$ cat src/rtl/core/rau_pkg.sv
// Package for the rational arithmetic unit: widths, operation and status codes,
// state types, the interface structs of the reduce unit and the product schedule.
// Depends on nothing; used by rau_gcd_div and rational_arithmetic_unit.
`default_nettype none

package rau_pkg;

  // Fixed width of every fraction field on the ports.
  localparam int unsigned DW        = 32;
  // Exact intermediate width: a sum of two full products needs one bit more.
  localparam int unsigned ACC_W     = 2 * DW + 1;
  // Bit counter width for one pass of the restoring divider.
  localparam int unsigned CNT_W     = $clog2(DW);
  // Default wrap width of the results.
  localparam int unsigned RAU_WIDTH = 32;

  // Operation codes carried by each input word.
  typedef enum logic [2:0] {
    FN_ADD  = 3'd0,
    FN_NEG  = 3'd1,
    FN_MUL  = 3'd2,
    FN_DIV  = 3'd3,
    FN_ADDI = 3'd4,
    FN_RED  = 3'd5
  } rau_func_t;

  // Result status codes.
  typedef enum logic [1:0] {
    STAT_OK       = 2'd0,
    STAT_ZERO_DEN = 2'd1,
    STAT_OVERFLOW = 2'd2
  } rau_status_t;

  // Multiplier operand sources.
  typedef enum logic [1:0] {
    OPD_NA = 2'd0,
    OPD_DA = 2'd1,
    OPD_NB = 2'd2,
    OPD_DB = 2'd3
  } rau_opd_t;

  // One product step: two operands and the accumulator that takes the product.
  typedef struct packed {
    rau_opd_t x;
    rau_opd_t y;
    logic     to_den;
  } rau_uop_t;

  // Top level sequencer states.
  typedef enum logic [2:0] {
    ST_IDLE,
    ST_MUL,
    ST_ACC,
    ST_RED,
    ST_DONE
  } rau_state_t;

  // Reduce unit sequencer states.
  typedef enum logic [2:0] {
    U_IDLE,
    U_GCD,
    U_SCALE,
    U_DIVN,
    U_DIVD,
    U_DONE
  } rau_ustate_t;

  // Request into the reduce unit: magnitudes of numerator and denominator.
  typedef struct packed {
    logic          start;
    logic [DW-1:0] ma;
    logic [DW-1:0] md;
  } rau_red_req_t;

  // Response of the reduce unit: both magnitudes divided by their GCD.
  typedef struct packed {
    logic          done;
    logic [DW-1:0] qn;
    logic [DW-1:0] qd;
  } rau_red_rsp_t;

  // Product schedule of each cross-multiplying operation.
  function automatic rau_uop_t uop_of(logic [2:0] func, logic [1:0] step);
    rau_uop_t u;
    u = '{x: OPD_NA, y: OPD_NB, to_den: 1'b0};
    case (func)
      FN_ADD: begin
        case (step)
          2'd0:    u = '{x: OPD_NA, y: OPD_DB, to_den: 1'b0};
          2'd1:    u = '{x: OPD_DA, y: OPD_NB, to_den: 1'b0};
          default: u = '{x: OPD_DA, y: OPD_DB, to_den: 1'b1};
        endcase
      end
      FN_MUL: begin
        case (step)
          2'd0:    u = '{x: OPD_NA, y: OPD_NB, to_den: 1'b0};
          default: u = '{x: OPD_DA, y: OPD_DB, to_den: 1'b1};
        endcase
      end
      FN_DIV: begin
        case (step)
          2'd0:    u = '{x: OPD_NA, y: OPD_DB, to_den: 1'b0};
          default: u = '{x: OPD_DA, y: OPD_NB, to_den: 1'b1};
        endcase
      end
      FN_ADDI: u = '{x: OPD_NB, y: OPD_DA, to_den: 1'b0};
      default: u = '{x: OPD_NA, y: OPD_NB, to_den: 1'b0};
    endcase
    return u;
  endfunction

  // Index of the final product step of an operation.
  function automatic logic [1:0] last_step(logic [2:0] func);
    logic [1:0] s;
    case (func)
      FN_ADD:  s = 2'd2;
      FN_MUL:  s = 2'd1;
      FN_DIV:  s = 2'd1;
      default: s = 2'd0;
    endcase
    return s;
  endfunction

endpackage

`default_nettype wire

$ cat src/rtl/core/rau_gcd_div.sv
// Reduce unit: binary GCD of two magnitudes, then two restoring divisions by it.
// One shared subtractor serves the GCD subtractions and both divisions. Depends on rau_pkg.
`default_nettype none

module rau_gcd_div
  import rau_pkg::*;
(
  input  wire logic         clk,
  input  wire logic         rst_n,
  input  wire rau_red_req_t req,
  output rau_red_rsp_t      rsp
);

  rau_ustate_t      state_r, state_nxt;
  logic [DW-1:0]    a_r, a_nxt;
  logic [DW-1:0]    b_r, b_nxt;
  logic [CNT_W-1:0] k_r, k_nxt;
  logic [DW-1:0]    ma_r, ma_nxt;
  logic [DW-1:0]    md_r, md_nxt;
  logic [DW-1:0]    rem_r, rem_nxt;
  logic [DW-1:0]    quo_r, quo_nxt;
  logic [CNT_W-1:0] cnt_r, cnt_nxt;
  logic [DW-1:0]    qn_r, qn_nxt;
  logic [DW-1:0]    qd_r, qd_nxt;

  logic [DW:0]      sub_x, sub_y;
  logic [DW+1:0]    diff;
  logic             borrow;
  logic [DW-1:0]    quo_step;
  logic [DW-1:0]    rem_step;
  logic             div_phase;

  assign div_phase = (state_r == U_DIVN) || (state_r == U_DIVD);

  // Shared subtractor: a - b while searching the GCD, remainder - divisor while dividing.
  always_comb begin
    if (div_phase) begin
      sub_x = {rem_r, quo_r[DW-1]};
      sub_y = {1'b0, a_r};
    end else begin
      sub_x = {1'b0, a_r};
      sub_y = {1'b0, b_r};
    end
    diff   = {1'b0, sub_x} - {1'b0, sub_y};
    borrow = diff[DW+1];
  end

  // One restoring division bit.
  always_comb begin
    quo_step = {quo_r[DW-2:0], ~borrow};
    if (borrow) begin
      rem_step = sub_x[DW-1:0];
    end else begin
      rem_step = diff[DW-1:0];
    end
  end

  // Next state.
  always_comb begin
    state_nxt = state_r;
    case (state_r)
      U_IDLE: begin
        if (req.start) begin
          state_nxt = U_GCD;
        end
      end
      U_GCD: begin
        if (a_r == '0 || b_r == '0) begin
          state_nxt = (k_r == '0) ? U_DIVN : U_SCALE;
        end
      end
      U_SCALE: begin
        if (k_r == CNT_W'(1)) begin
          state_nxt = U_DIVN;
        end
      end
      U_DIVN: begin
        if (cnt_r == '1) begin
          state_nxt = U_DIVD;
        end
      end
      U_DIVD: begin
        if (cnt_r == '1) begin
          state_nxt = U_DONE;
        end
      end
      U_DONE:  state_nxt = U_IDLE;
      default: state_nxt = U_IDLE;
    endcase
  end

  // Datapath updates.
  always_comb begin
    a_nxt   = a_r;
    b_nxt   = b_r;
    k_nxt   = k_r;
    ma_nxt  = ma_r;
    md_nxt  = md_r;
    rem_nxt = rem_r;
    quo_nxt = quo_r;
    cnt_nxt = cnt_r;
    qn_nxt  = qn_r;
    qd_nxt  = qd_r;
    case (state_r)
      U_IDLE: begin
        if (req.start) begin
          a_nxt  = req.ma;
          b_nxt  = req.md;
          ma_nxt = req.ma;
          md_nxt = req.md;
          k_nxt  = '0;
        end
      end
      U_GCD: begin
        if (a_r == '0 || b_r == '0) begin
          // The other operand is the odd part of the GCD; load the first division.
          a_nxt   = a_r | b_r;
          rem_nxt = '0;
          quo_nxt = ma_r;
          cnt_nxt = '0;
        end else if (!a_r[0] && !b_r[0]) begin
          a_nxt = a_r >> 1;
          b_nxt = b_r >> 1;
          k_nxt = k_r + CNT_W'(1);
        end else if (!a_r[0]) begin
          a_nxt = a_r >> 1;
        end else if (!b_r[0]) begin
          b_nxt = b_r >> 1;
        end else if (borrow) begin
          // Both odd with a below b: swap so the next step subtracts.
          a_nxt = b_r;
          b_nxt = a_r;
        end else begin
          a_nxt = {1'b0, diff[DW-1:1]};
        end
      end
      U_SCALE: begin
        // Restore the common power of two one bit per cycle.
        a_nxt = a_r << 1;
        k_nxt = k_r - CNT_W'(1);
      end
      U_DIVN: begin
        cnt_nxt = cnt_r + CNT_W'(1);
        if (cnt_r == '1) begin
          qn_nxt  = quo_step;
          quo_nxt = md_r;
          rem_nxt = '0;
        end else begin
          quo_nxt = quo_step;
          rem_nxt = rem_step;
        end
      end
      U_DIVD: begin
        cnt_nxt = cnt_r + CNT_W'(1);
        quo_nxt = quo_step;
        rem_nxt = rem_step;
        if (cnt_r == '1) begin
          qd_nxt = quo_step;
        end
      end
      default: ;
    endcase
  end

  // Outputs.
  always_comb begin
    rsp.done = (state_r == U_DONE);
    rsp.qn   = qn_r;
    rsp.qd   = qd_r;
  end

  // Control state.
  always_ff @(posedge clk) begin
    if (!rst_n) begin
      state_r <= U_IDLE;
    end else begin
      state_r <= state_nxt;
    end
  end

  // Datapath registers.
  always_ff @(posedge clk) begin
    a_r   <= a_nxt;
    b_r   <= b_nxt;
    k_r   <= k_nxt;
    ma_r  <= ma_nxt;
    md_r  <= md_nxt;
    rem_r <= rem_nxt;
    quo_r <= quo_nxt;
    cnt_r <= cnt_nxt;
    qn_r  <= qn_nxt;
    qd_r  <= qd_nxt;
  end

  // A new request only arrives while the unit is idle.
  a_start_idle: assert property (@(posedge clk) disable iff (!rst_n)
    req.start |-> state_r == U_IDLE)
    else $error("reduce request while the unit is busy");

  // The divider always divides by a nonzero GCD.
  a_div_nonzero: assert property (@(posedge clk) disable iff (!rst_n)
    div_phase |-> a_r != '0)
    else $error("division by zero GCD");

  // The shift count is used up before the divisions begin.
  a_scale_done: assert property (@(posedge clk) disable iff (!rst_n)
    (state_r == U_SCALE && state_nxt == U_DIVN) |=> k_r == '0)
    else $error("GCD scale count not exhausted");

endmodule

`default_nettype wire

$ cat src/rtl/core/rational_arithmetic_unit.sv
// Rational arithmetic unit: fraction add, negate, multiply, divide, add integer and reduce.
// Negate, unused codes and reduce of a zero numerator go straight to the done state; add integer
// takes one product, multiply and divide two, add three (a multiply and an accumulate state each).
// Reduce runs the GCD loop, power-of-two restore and two 32-bit divisions on one subtractor.
// One word is in work at a time: a new word is taken only once the last result has left done.
// Reset (rst_n low, synchronous) clears the sequencers and the output valid flag.
`default_nettype none

module rational_arithmetic_unit
  import rau_pkg::*;
#(
  parameter int unsigned WIDTH = RAU_WIDTH
)(
  input  wire logic                 clk,
  input  wire logic                 rst_n,
  input  wire logic                 in_valid,
  output logic                      in_ready,
  input  wire logic [2:0]           in_func,
  input  wire logic signed [DW-1:0] in_num_a,
  input  wire logic signed [DW-1:0] in_den_a,
  input  wire logic signed [DW-1:0] in_num_b,
  input  wire logic signed [DW-1:0] in_den_b,
  output logic                      out_valid,
  input  wire logic                 out_ready,
  output logic signed [DW-1:0]      out_result_num,
  output logic signed [DW-1:0]      out_result_den,
  output logic [1:0]                out_status
);

  rau_state_t              state_r, state_nxt;
  logic [2:0]              func_r, func_nxt;
  logic signed [DW-1:0]    na_r, na_nxt;
  logic signed [DW-1:0]    da_r, da_nxt;
  logic signed [DW-1:0]    nb_r, nb_nxt;
  logic signed [DW-1:0]    db_r, db_nxt;
  logic signed [ACC_W-1:0] acc_n_r, acc_n_nxt;
  logic signed [ACC_W-1:0] acc_d_r, acc_d_nxt;
  logic signed [2*DW-1:0]  prod_r, prod_nxt;
  logic [1:0]              step_r, step_nxt;
  logic signed [DW-1:0]    res_num_r, res_num_nxt;
  logic signed [DW-1:0]    res_den_r, res_den_nxt;
  logic [1:0]              res_stat_r, res_stat_nxt;
  logic                    out_valid_r, out_valid_nxt;

  logic                    in_fire;
  logic                    out_load;
  rau_uop_t                uop;
  logic signed [DW-1:0]    mul_x, mul_y;
  logic signed [WIDTH-1:0] wr_n, wr_d;
  logic signed [ACC_W-1:0] ext_n, ext_d;
  logic                    ovf;
  rau_red_req_t            red_req;
  rau_red_rsp_t            red_rsp;

  // Reduce unit.
  rau_gcd_div u_red (
    .clk   (clk),
    .rst_n (rst_n),
    .req   (red_req),
    .rsp   (red_rsp)
  );

  // Operand selection for the shared multiplier.
  function automatic logic signed [DW-1:0] opd_val(rau_opd_t s, logic signed [DW-1:0] na,
                                                   logic signed [DW-1:0] da,
                                                   logic signed [DW-1:0] nb,
                                                   logic signed [DW-1:0] db);
    logic signed [DW-1:0] v;
    case (s)
      OPD_NA:  v = na;
      OPD_DA:  v = da;
      OPD_NB:  v = nb;
      default: v = db;
    endcase
    return v;
  endfunction

  assign uop   = uop_of(func_r, step_r);
  assign mul_x = opd_val(uop.x, na_r, da_r, nb_r, db_r);
  assign mul_y = opd_val(uop.y, na_r, da_r, nb_r, db_r);

  // Wrap the exact results to WIDTH bits and flag values that do not fit.
  always_comb begin
    wr_n  = acc_n_r[WIDTH-1:0];
    wr_d  = acc_d_r[WIDTH-1:0];
    ext_n = ACC_W'(wr_n);
    ext_d = ACC_W'(wr_d);
    ovf   = (ext_n != acc_n_r) || (ext_d != acc_d_r);
  end

  // Handshake and reduce request.
  always_comb begin
    in_ready      = (state_r == ST_IDLE);
    in_fire       = in_valid && in_ready;
    out_load      = (state_r == ST_DONE) && (!out_valid_r || out_ready);
    red_req.start = in_fire && (in_func == FN_RED) && (in_num_a != '0);
    red_req.ma    = in_num_a[DW-1] ? DW'(-in_num_a) : in_num_a;
    red_req.md    = in_den_a[DW-1] ? DW'(-in_den_a) : in_den_a;
  end

  // Next state.
  always_comb begin
    state_nxt = state_r;
    case (state_r)
      ST_IDLE: begin
        if (in_fire) begin
          case (in_func)
            FN_ADD, FN_MUL, FN_DIV, FN_ADDI: state_nxt = ST_MUL;
            FN_RED:  state_nxt = (in_num_a != '0) ? ST_RED : ST_DONE;
            default: state_nxt = ST_DONE;
          endcase
        end
      end
      ST_MUL: state_nxt = ST_ACC;
      ST_ACC: begin
        state_nxt = (step_r == last_step(func_r)) ? ST_DONE : ST_MUL;
      end
      ST_RED: begin
        if (red_rsp.done) begin
          state_nxt = ST_DONE;
        end
      end
      ST_DONE: begin
        if (out_load) begin
          state_nxt = ST_IDLE;
        end
      end
      default: state_nxt = ST_IDLE;
    endcase
  end

  // Datapath updates.
  always_comb begin
    func_nxt     = func_r;
    na_nxt       = na_r;
    da_nxt       = da_r;
    nb_nxt       = nb_r;
    db_nxt       = db_r;
    acc_n_nxt    = acc_n_r;
    acc_d_nxt    = acc_d_r;
    prod_nxt     = prod_r;
    step_nxt     = step_r;
    res_num_nxt  = res_num_r;
    res_den_nxt  = res_den_r;
    res_stat_nxt = res_stat_r;
    case (state_r)
      ST_IDLE: begin
        if (in_fire) begin
          func_nxt = in_func;
          na_nxt   = in_num_a;
          da_nxt   = in_den_a;
          nb_nxt   = in_num_b;
          db_nxt   = in_den_b;
          step_nxt = '0;
          // Starting values: products accumulate on top of these.
          case (in_func)
            FN_ADD, FN_MUL, FN_DIV: begin
              acc_n_nxt = '0;
              acc_d_nxt = '0;
            end
            FN_NEG: begin
              acc_n_nxt = -(ACC_W'(in_num_a));
              acc_d_nxt = ACC_W'(in_den_a);
            end
            FN_ADDI: begin
              acc_n_nxt = ACC_W'(in_num_a);
              acc_d_nxt = ACC_W'(in_den_a);
            end
            default: begin
              acc_n_nxt = '0;
              acc_d_nxt = ACC_W'(1);
            end
          endcase
        end
      end
      ST_MUL: prod_nxt = mul_x * mul_y;
      ST_ACC: begin
        if (uop.to_den) begin
          acc_d_nxt = acc_d_r + ACC_W'(prod_r);
        end else begin
          acc_n_nxt = acc_n_r + ACC_W'(prod_r);
        end
        step_nxt = step_r + 2'd1;
      end
      ST_RED: begin
        // Reduced magnitudes take back the signs of the operands.
        if (red_rsp.done) begin
          acc_n_nxt = na_r[DW-1] ? -(ACC_W'(red_rsp.qn)) : ACC_W'(red_rsp.qn);
          acc_d_nxt = da_r[DW-1] ? -(ACC_W'(red_rsp.qd)) : ACC_W'(red_rsp.qd);
        end
      end
      ST_DONE: begin
        if (out_load) begin
          res_num_nxt = ext_n[DW-1:0];
          res_den_nxt = ext_d[DW-1:0];
          if (ovf) begin
            res_stat_nxt = STAT_OVERFLOW;
          end else if (ext_d[DW-1:0] == '0) begin
            res_stat_nxt = STAT_ZERO_DEN;
          end else begin
            res_stat_nxt = STAT_OK;
          end
        end
      end
      default: ;
    endcase
  end

  // Output register valid flag.
  always_comb begin
    if (out_load) begin
      out_valid_nxt = 1'b1;
    end else if (out_ready) begin
      out_valid_nxt = 1'b0;
    end else begin
      out_valid_nxt = out_valid_r;
    end
  end

  assign out_valid      = out_valid_r;
  assign out_result_num = res_num_r;
  assign out_result_den = res_den_r;
  assign out_status     = res_stat_r;

  // Control state.
  always_ff @(posedge clk) begin
    if (!rst_n) begin
      state_r     <= ST_IDLE;
      out_valid_r <= 1'b0;
    end else begin
      state_r     <= state_nxt;
      out_valid_r <= out_valid_nxt;
    end
  end

  // Datapath registers.
  always_ff @(posedge clk) begin
    func_r     <= func_nxt;
    na_r       <= na_nxt;
    da_r       <= da_nxt;
    nb_r       <= nb_nxt;
    db_r       <= db_nxt;
    acc_n_r    <= acc_n_nxt;
    acc_d_r    <= acc_d_nxt;
    prod_r     <= prod_nxt;
    step_r     <= step_nxt;
    res_num_r  <= res_num_nxt;
    res_den_r  <= res_den_nxt;
    res_stat_r <= res_stat_nxt;
  end

  // The reduce unit only finishes while the sequencer waits for it.
  a_red_done: assert property (@(posedge clk) disable iff (!rst_n)
    red_rsp.done |-> state_r == ST_RED)
    else $error("reduce result outside the reduce wait");

  // The block does not take another word in the cycle after it takes one.
  a_busy: assert property (@(posedge clk) disable iff (!rst_n)
    in_fire |=> !in_ready)
    else $error("input word taken twice in a row");

  // The product schedule never runs past its last step.
  a_step: assert property (@(posedge clk) disable iff (!rst_n)
    state_r == ST_ACC |-> step_r <= last_step(func_r))
    else $error("product step out of range");

  // A new result only appears out of the done state.
  a_load: assert property (@(posedge clk) disable iff (!rst_n)
    $rose(out_valid_r) |-> $past(state_r) == ST_DONE)
    else $error("result valid without a finished word");

endmodule

`default_nettype wire

$ cat config.mk
export PLATFORM = sky130hd
export DESIGN_NAME = rational_arithmetic_unit
export DESIGN_NICKNAME = d
export VERILOG_FILES = /design/src/rtl/core/rau_pkg.sv /design/src/rtl/core/rau_gcd_div.sv /design/src/rtl/core/rational_arithmetic_unit.sv
export SDC_FILE = /design/constraint.sdc
export NUM_CORES = 2
export LEC_CHECK = 0
export BUFFER_PORTS_ARGS = -buffer_cell sky130_fd_sc_hd__clkbuf_2
export CORE_MARGIN = 10
export CORE_UTILIZATION = 35
export CTS_BUF_LIST = sky130_fd_sc_hd__clkbuf_8 sky130_fd_sc_hd__clkbuf_16
export CTS_CLUSTER_DIAMETER = 200
export DETAILED_ROUTE_END_ITERATION = 7
export HOLD_SLACK_MARGIN = 0.1
export PLACE_DENSITY = 0.55
export SETUP_SLACK_MARGIN = 0.05
export SYNTH_ARGS = -nofsm -noshare
export SYNTH_HDL_FRONTEND = slang
export SYNTH_SLANG_ARGS = --single-unit
export TNS_END_PERCENT = 1
$ cat constraint.sdc
create_clock -name clk -period 11.5 [get_ports clk]
set_input_delay 1.15 -clock clk [delete_from_list [all_inputs] [get_ports clk]]
set_output_delay 1.15 -clock clk [all_outputs]
set_load 0.05 [all_outputs]
Word level (Yosys, flattened, before mapping)
Cells that the tools add are included.
- add/subtract/negate cells: 12
- equal/unequal tests: 42
- bitwise operators: 2
- multipliers: 1
- reductions and logical operators: 53
- muxes and demuxes: 70
- operators with widths (operator ; count):
    $mux W32 ; 20
    $mux W65 ; 8
    $pmux W32 S3 ; 5
    $pmux W65 S3 ; 2
    $pmux W65 S2 ; 2
    $neg A32 Y65 ; 3
    $add A65 B64 Y65 ; 2
    $logic_not A32 Y1 ; 3
    $ne A1 B33 Y1 ; 2
    $mul A32 B32 Y64 ; 1
    $neg A32 Y32 ; 2
    $pmux W32 S2 ; 1
    $sub A33 B32 Y34 ; 1
    $mux W33 ; 1
    $or A32 B32 Y32 ; 1
    $reduce_bool A32 Y1 ; 1
    $mux W3 ; 10
    $pmux W3 S5 ; 2
    $eq A3 B2 Y1 const B ; 8
    $mux W5 ; 4
    $pmux W5 S4 ; 1
    $eq A3 B3 Y1 const B ; 6
    $reduce_and A2 Y1 ; 9
    $ne A2 B2 Y1 const B ; 8
    other kinds (36) ; 77
- word-level logic and storage cells: 207
- output and inout bits: 68
- input bits: 135
- bits in registers: 666

Longest topological paths before layout
- depth in word-level cells: 10
- depth in mapped cells: 38
- gate-level depth less buffers: 35

Cells and area by module
Synthesis repeated with hierarchy kept, for this count alone.
- cells, all modules: 7832
- area total of the unflattened synthesis: 75932.8 µm²
- by module, submodules not included (module ; sequential area each (µm²) ; times used ; area each (µm²) ; cells each):
    rational_arithmetic_unit ; 11881.4 ; 1 ; 61132.4 ; 6507
    rau_gcd_div ; 8047.7 ; 1 ; 14800.4 ; 1325

Worst setup path after synthesis
Ideal clock, no wire load.
- path type: reg2reg
- start: register step_r[0]
- end: register prod_r[55], data pin
- data required time: 11.235 ns
- buffers on the path: 3
- clock period less this slack: 9.254 ns
- cell stages (with the launch flop): 33
- arrival: 8.989 ns
- slack: 2.246 ns
- setup time: 0.265 ns
- cells stage by stage: edfxtp_1 inv_1 ha_1 nand3b_1 a21oi_1 nor2_1 clkbuf_1 and2_1 a221oi_1 clkbuf_1 nor2_1 fa_1 fa_1 inv_1 fa_1 fa_1 inv_1 fa_1 fa_1 fa_1 fa_1 ha_1 clkbuf_1 a211o_1 a21oi_1 a21oi_1 o21a_1 a31oi_1 a211o_1 a21oi_1 o41ai_1 o21ai_0 xor2_1
- word-level cells in the longest chain between the ends: 6
- elaborated cells between the ends (all ways): 15
- those cells by class: mul: 1; eq/ne: 5; mux: 6; reduce/logical: 3
- RTL lines (item ; RTL line ; text):
    from (decl) ; rational_arithmetic_unit.sv:39 ; logic [1:0] step_r, step_nxt;
    from (signal assigned) ; rational_arithmetic_unit.sv:246 ; step_r <= step_nxt;
    $eq A2 B1 Y1 / $logic_not A2 Y1 (equally long branches) ; rau_pkg.sv:88, rau_pkg.sv:95, rau_pkg.sv:101 ;
    $pmux W4 S2 (tied with other cells) ; rau_pkg.sv:88 ; case (step)
    $pmux W5 S4 (*) ; rau_pkg.sv:86 ; case (func)
    $eq A2 B2 Y1 (tied with other cells) ; rational_arithmetic_unit.sv:69 ; case (s)
    $pmux W32 S3 ; rational_arithmetic_unit.sv:69 ;
    $mul A32 B32 Y64 (*) ; rational_arithmetic_unit.sv:176 ; ST_MUL: prod_nxt = mul_x * mul_y;
    to (signal assigned) ; rational_arithmetic_unit.sv:245 ; prod_r <= prod_nxt;
    to (decl) ; rational_arithmetic_unit.sv:38 ; logic signed [2*DW-1:0] prod_r, prod_nxt;
Every way passes the cells marked *; elsewhere a longest branch is shown, timed or not.
A chain may end at the register's enable or synchronous reset.

Worst setup path in the final report
- start: register step_r[0]
- end: register prod_r[47], data pin
The elaborated chain is that of the path after synthesis.

==> metrics.md <==
| Metric | Value |
|---|---|
| Hold WC Path Type | reg -> reg |
| Count of final setup violators | 0 |
| CTS Hold Bufs | 0 |
| Vias in the first global route | 61400 |
| Cell mode on critical path | fa_1 |
| Status | finished, violations left |
| Worst Setup End Kind | flop |
| Most used DFF post-synth | edfxtp_1 |
| PortBufs | 202 |
| DRT iter0 DRCs | 6971 |
| DR WL/cell | 27.9 um |
| Yosys warns | 0 |
| Synthesized area | 75100 sq um |
| Largest net degree at the start of global routing | 75 |
| Number of flops mapped to enable cells by yosys | 659 |
| Fin. max-slew vios | 6 |
| Synth unique cells | 84 |
| Max Clk Rate | 91.1 MHz |
| Fraction of layout cells with a size suffix above 1 | 8.20% |
| Die area | 233000 sq um |
| CTS root buffer | clkbuf_16 |
| H-tree levels | 3 |
| Sink Count | 666 |
| Asr flop ratio synth | 0% |
| Hold Crit Endpoint | out_result_num[26] |
| Commonest non-fill, non-tap cell in the layout | fa_1 |
| CTS-repair resized insts | 0 |
| Via count | 60900 |
| Mean area per synthesized cell | 9.65 sq um |
| Core area | 213000 sq um |
| Longest Clk Path Bufs | 3 |
| Register-to-Register Path Depth | 30 |
| Skew-Pair Late Insertion Delay | 770 ps |
| Number of remaining DRC errors | 0 |
| CTS Buf Count | 82 |
| Commonest cells after routing, fill and taps aside | fa_1 (1085), inv_1 (1056), nand2_1 (896) |
| R2r setup slk | 530 ps |
| FP Rows | 169 |
| Overall Global Routing Usage | 25.1% |
| Routed vias/inst | 5.65 |
| Worst slew margin | -1.39% |
| Area grow syn2layout | 10.5% |
| Launch point of the worst reg-to-reg path | step_r[0] |
| # Post-CTS Setup Buffers | 0 |
| DRT Wirelength | 301000 um |
| Post-route ant nets | 0 |
| Num ports | 203 |
| Initial Util | 35.3% |
| CP Max Fanout | 17 |
| CP arrival | 11370 ps |
| Capture point of the worst reg-to-reg path | prod_r[47] |
| CTS tree | built |
| Die Width | 483 um |
| Antenna violations before repair | 48 |
| RePlAce Congestion | 0.998 |
| First-pass GRT wire length | 433000 um |
| Clock transition at path regs | 60 ps |
| Least-Margin Pin Slew | 1520 ps |
| Critical path required time | 11900 ps |
| CP max stage delay | 710 ps |
| Mapped Nets | 9358 |
| CP max stage cell | a221o_1 |
| Hold Path Depth | 0 |
| Worst clock skew | 93.8 ps |
| Setup TNS | 0 ps |
| Syn Inst Count | 7776 |
| Final period util | 95.4% |
| Hold_sp | acc_n_r[26] |
| Failing checks | max-slew violations |
| Hold Vio Cnt, Final | 0 |
| HPWL after DPL | 243000 um |
| Max_cap viols | 0 |
| RSZ-0062 raised after global routing | false |
| Crit Path Class | reg -> reg |
| Startpoint Class | flop |
| Seq cells post-synth | 666 |
| Chip height | 483 um |
| DR pass1 iterations | 6 |
| Sequential area share after synthesis | 26.5% |
| Global route overflow | 0 |
| Final Critical Period | 10970 ps |
| Nets | 9439 |
worst max-delay path, delay by kind of cell, from the launching register on:
family                     cells  cell delay [ps]
adders and majority gates     10             4570
DFF                            1              450
buffers and inverters          6              840
and+or+nand+nor                5             1320
AOI/OAI and AO/OA              9             3440
per-layer routing:
| metal | routed length [um] | share of wire (%) | vias up | track usage, % |
|---|---|---|---|---|
| met5 | 313 | 0.10 | - | 0 |
| met4 | 14100 | 4.7 | 50 | 9.86 |
| met3 | 31600 | 11 | 558 | 6.88 |
| met2 | 132000 | 44 | 3027 | 38.3 |
| met1 | 123000 | 41 | 30900 | 33.7 |
| li1 | - | - | 26300 | - |
metrics by stage:
| stage | std cells | hold WS, ps | setup slack, ps | utilization, % | instance area, sq um |
|---|---|---|---|---|---|
| after CTS | 10700 | 483 | 697 | 39.0 | 82900 |
| after global routing | 10800 | 498 | 146 | 39.0 | 82900 |
| final | 10800 | 482 | 529 | 39.0 | 83000 |
| after global placement | 10600 | 457 | 851 | 37.6 | 80000 |
| after floorplan | 7776 | 433 | 2250 | - | 75100 |
| after detailed placement | 10600 | 468 | 726 | 37.6 | 80000 |
worst max-delay path by stage:
stage	startpoint	end	slack, ps	cells past startpoint
2_1_floorplan	step_r[0]	prod_r[55]	2250	32
3_3_place_gp	func_r[1]	prod_r[55]	850	28
3_5_place_dp	func_r[1]	prod_r[55]	730	28
4_1_cts	func_r[1]	prod_r[55]	700	28
5_1_grt	step_r[0]	prod_r[47]	150	30
6_report	step_r[0]	prod_r[47]	530	30
area by class of cell:
class                           instances  area, sq um
Antenna cell                           23         57.6
Multi-Input combinational cell       5649        50100
Fill cell                           21200       130000
Timing Repair Buffer                  403         2540
Inverter                             1055         3970
Clock buffer                           82         2050
Sequential cell                       666        19900
Tap cell                             2821         3530
Clock inverter                         70          818
logic make-up (layout without fill, tap and decap cells):
group           after synthesis  count (layout)  synth area share [%]
compound gates             1533            1533                  13.2
xor+xnor                    330             330                  3.85
fa+ha+maj                  1447            1447                  35.0
buf+inv                    1461            1610                  7.33
flops                       666             666                  26.5
mux                          72              72                 0.962
other cells                   0              23                     0
simple gates               2267            2267                  13.1
synth_stat cells (all sizes together) (24+ instances only):
cell type / number / share of area (%)
mux2i: 71 / 0.95
edfxtp: 659 / 26
nand2b: 48 / 0.40
inv: 1054 / 5.3
ha: 362 / 6.0
nor3: 88 / 0.59
nor2: 799 / 4.0
a222oi: 32 / 0.43
and3: 34 / 0.28
o22a: 32 / 0.37
o31ai: 44 / 0.44
fa: 1085 / 29
and2: 57 / 0.47
or3: 38 / 0.34
a21oi: 380 / 2.5
nand4: 78 / 0.65
a221oi: 55 / 0.64
nand3: 77 / 0.51
a211oi: 38 / 0.38
o21ai: 402 / 2.7
o21a: 55 / 0.55
o22ai: 24 / 0.20
a221o: 39 / 0.52
a22oi: 28 / 0.28
nor2b: 26 / 0.22
nor4: 56 / 0.47
a21o: 150 / 1.5
xor2: 104 / 1.2
a31oi: 60 / 0.50
clkbuf: 378 / 1.9
xnor2: 226 / 2.6
nand2: 898 / 4.5
buf: 28 / 0.17
o21bai: 51 / 0.52
registers in the layout, summed over array words and instances (netlist names), 3 cells and up:
name / flops
acc_d_r: 65
acc_n_r: 65
da_r: 32
db_r: 32
func_r: 3
na_r: 32
nb_r: 32
out_result_den: 32
out_result_num: 32
prod_r: 64
state_r: 3
u_red.a_r: 32
u_red.b_r: 32
u_red.cnt_r: 5
u_red.k_r: 5
u_red.ma_r: 32
u_red.md_r: 32
u_red.qd_r: 32
u_red.qn_r: 32
u_red.quo_r: 32
u_red.rem_r: 32
u_red.state_r: 3
Power is left out: the tool's default activity adds up to more than one toggle a clock period on the data nets, which glitch-free logic cannot reach.
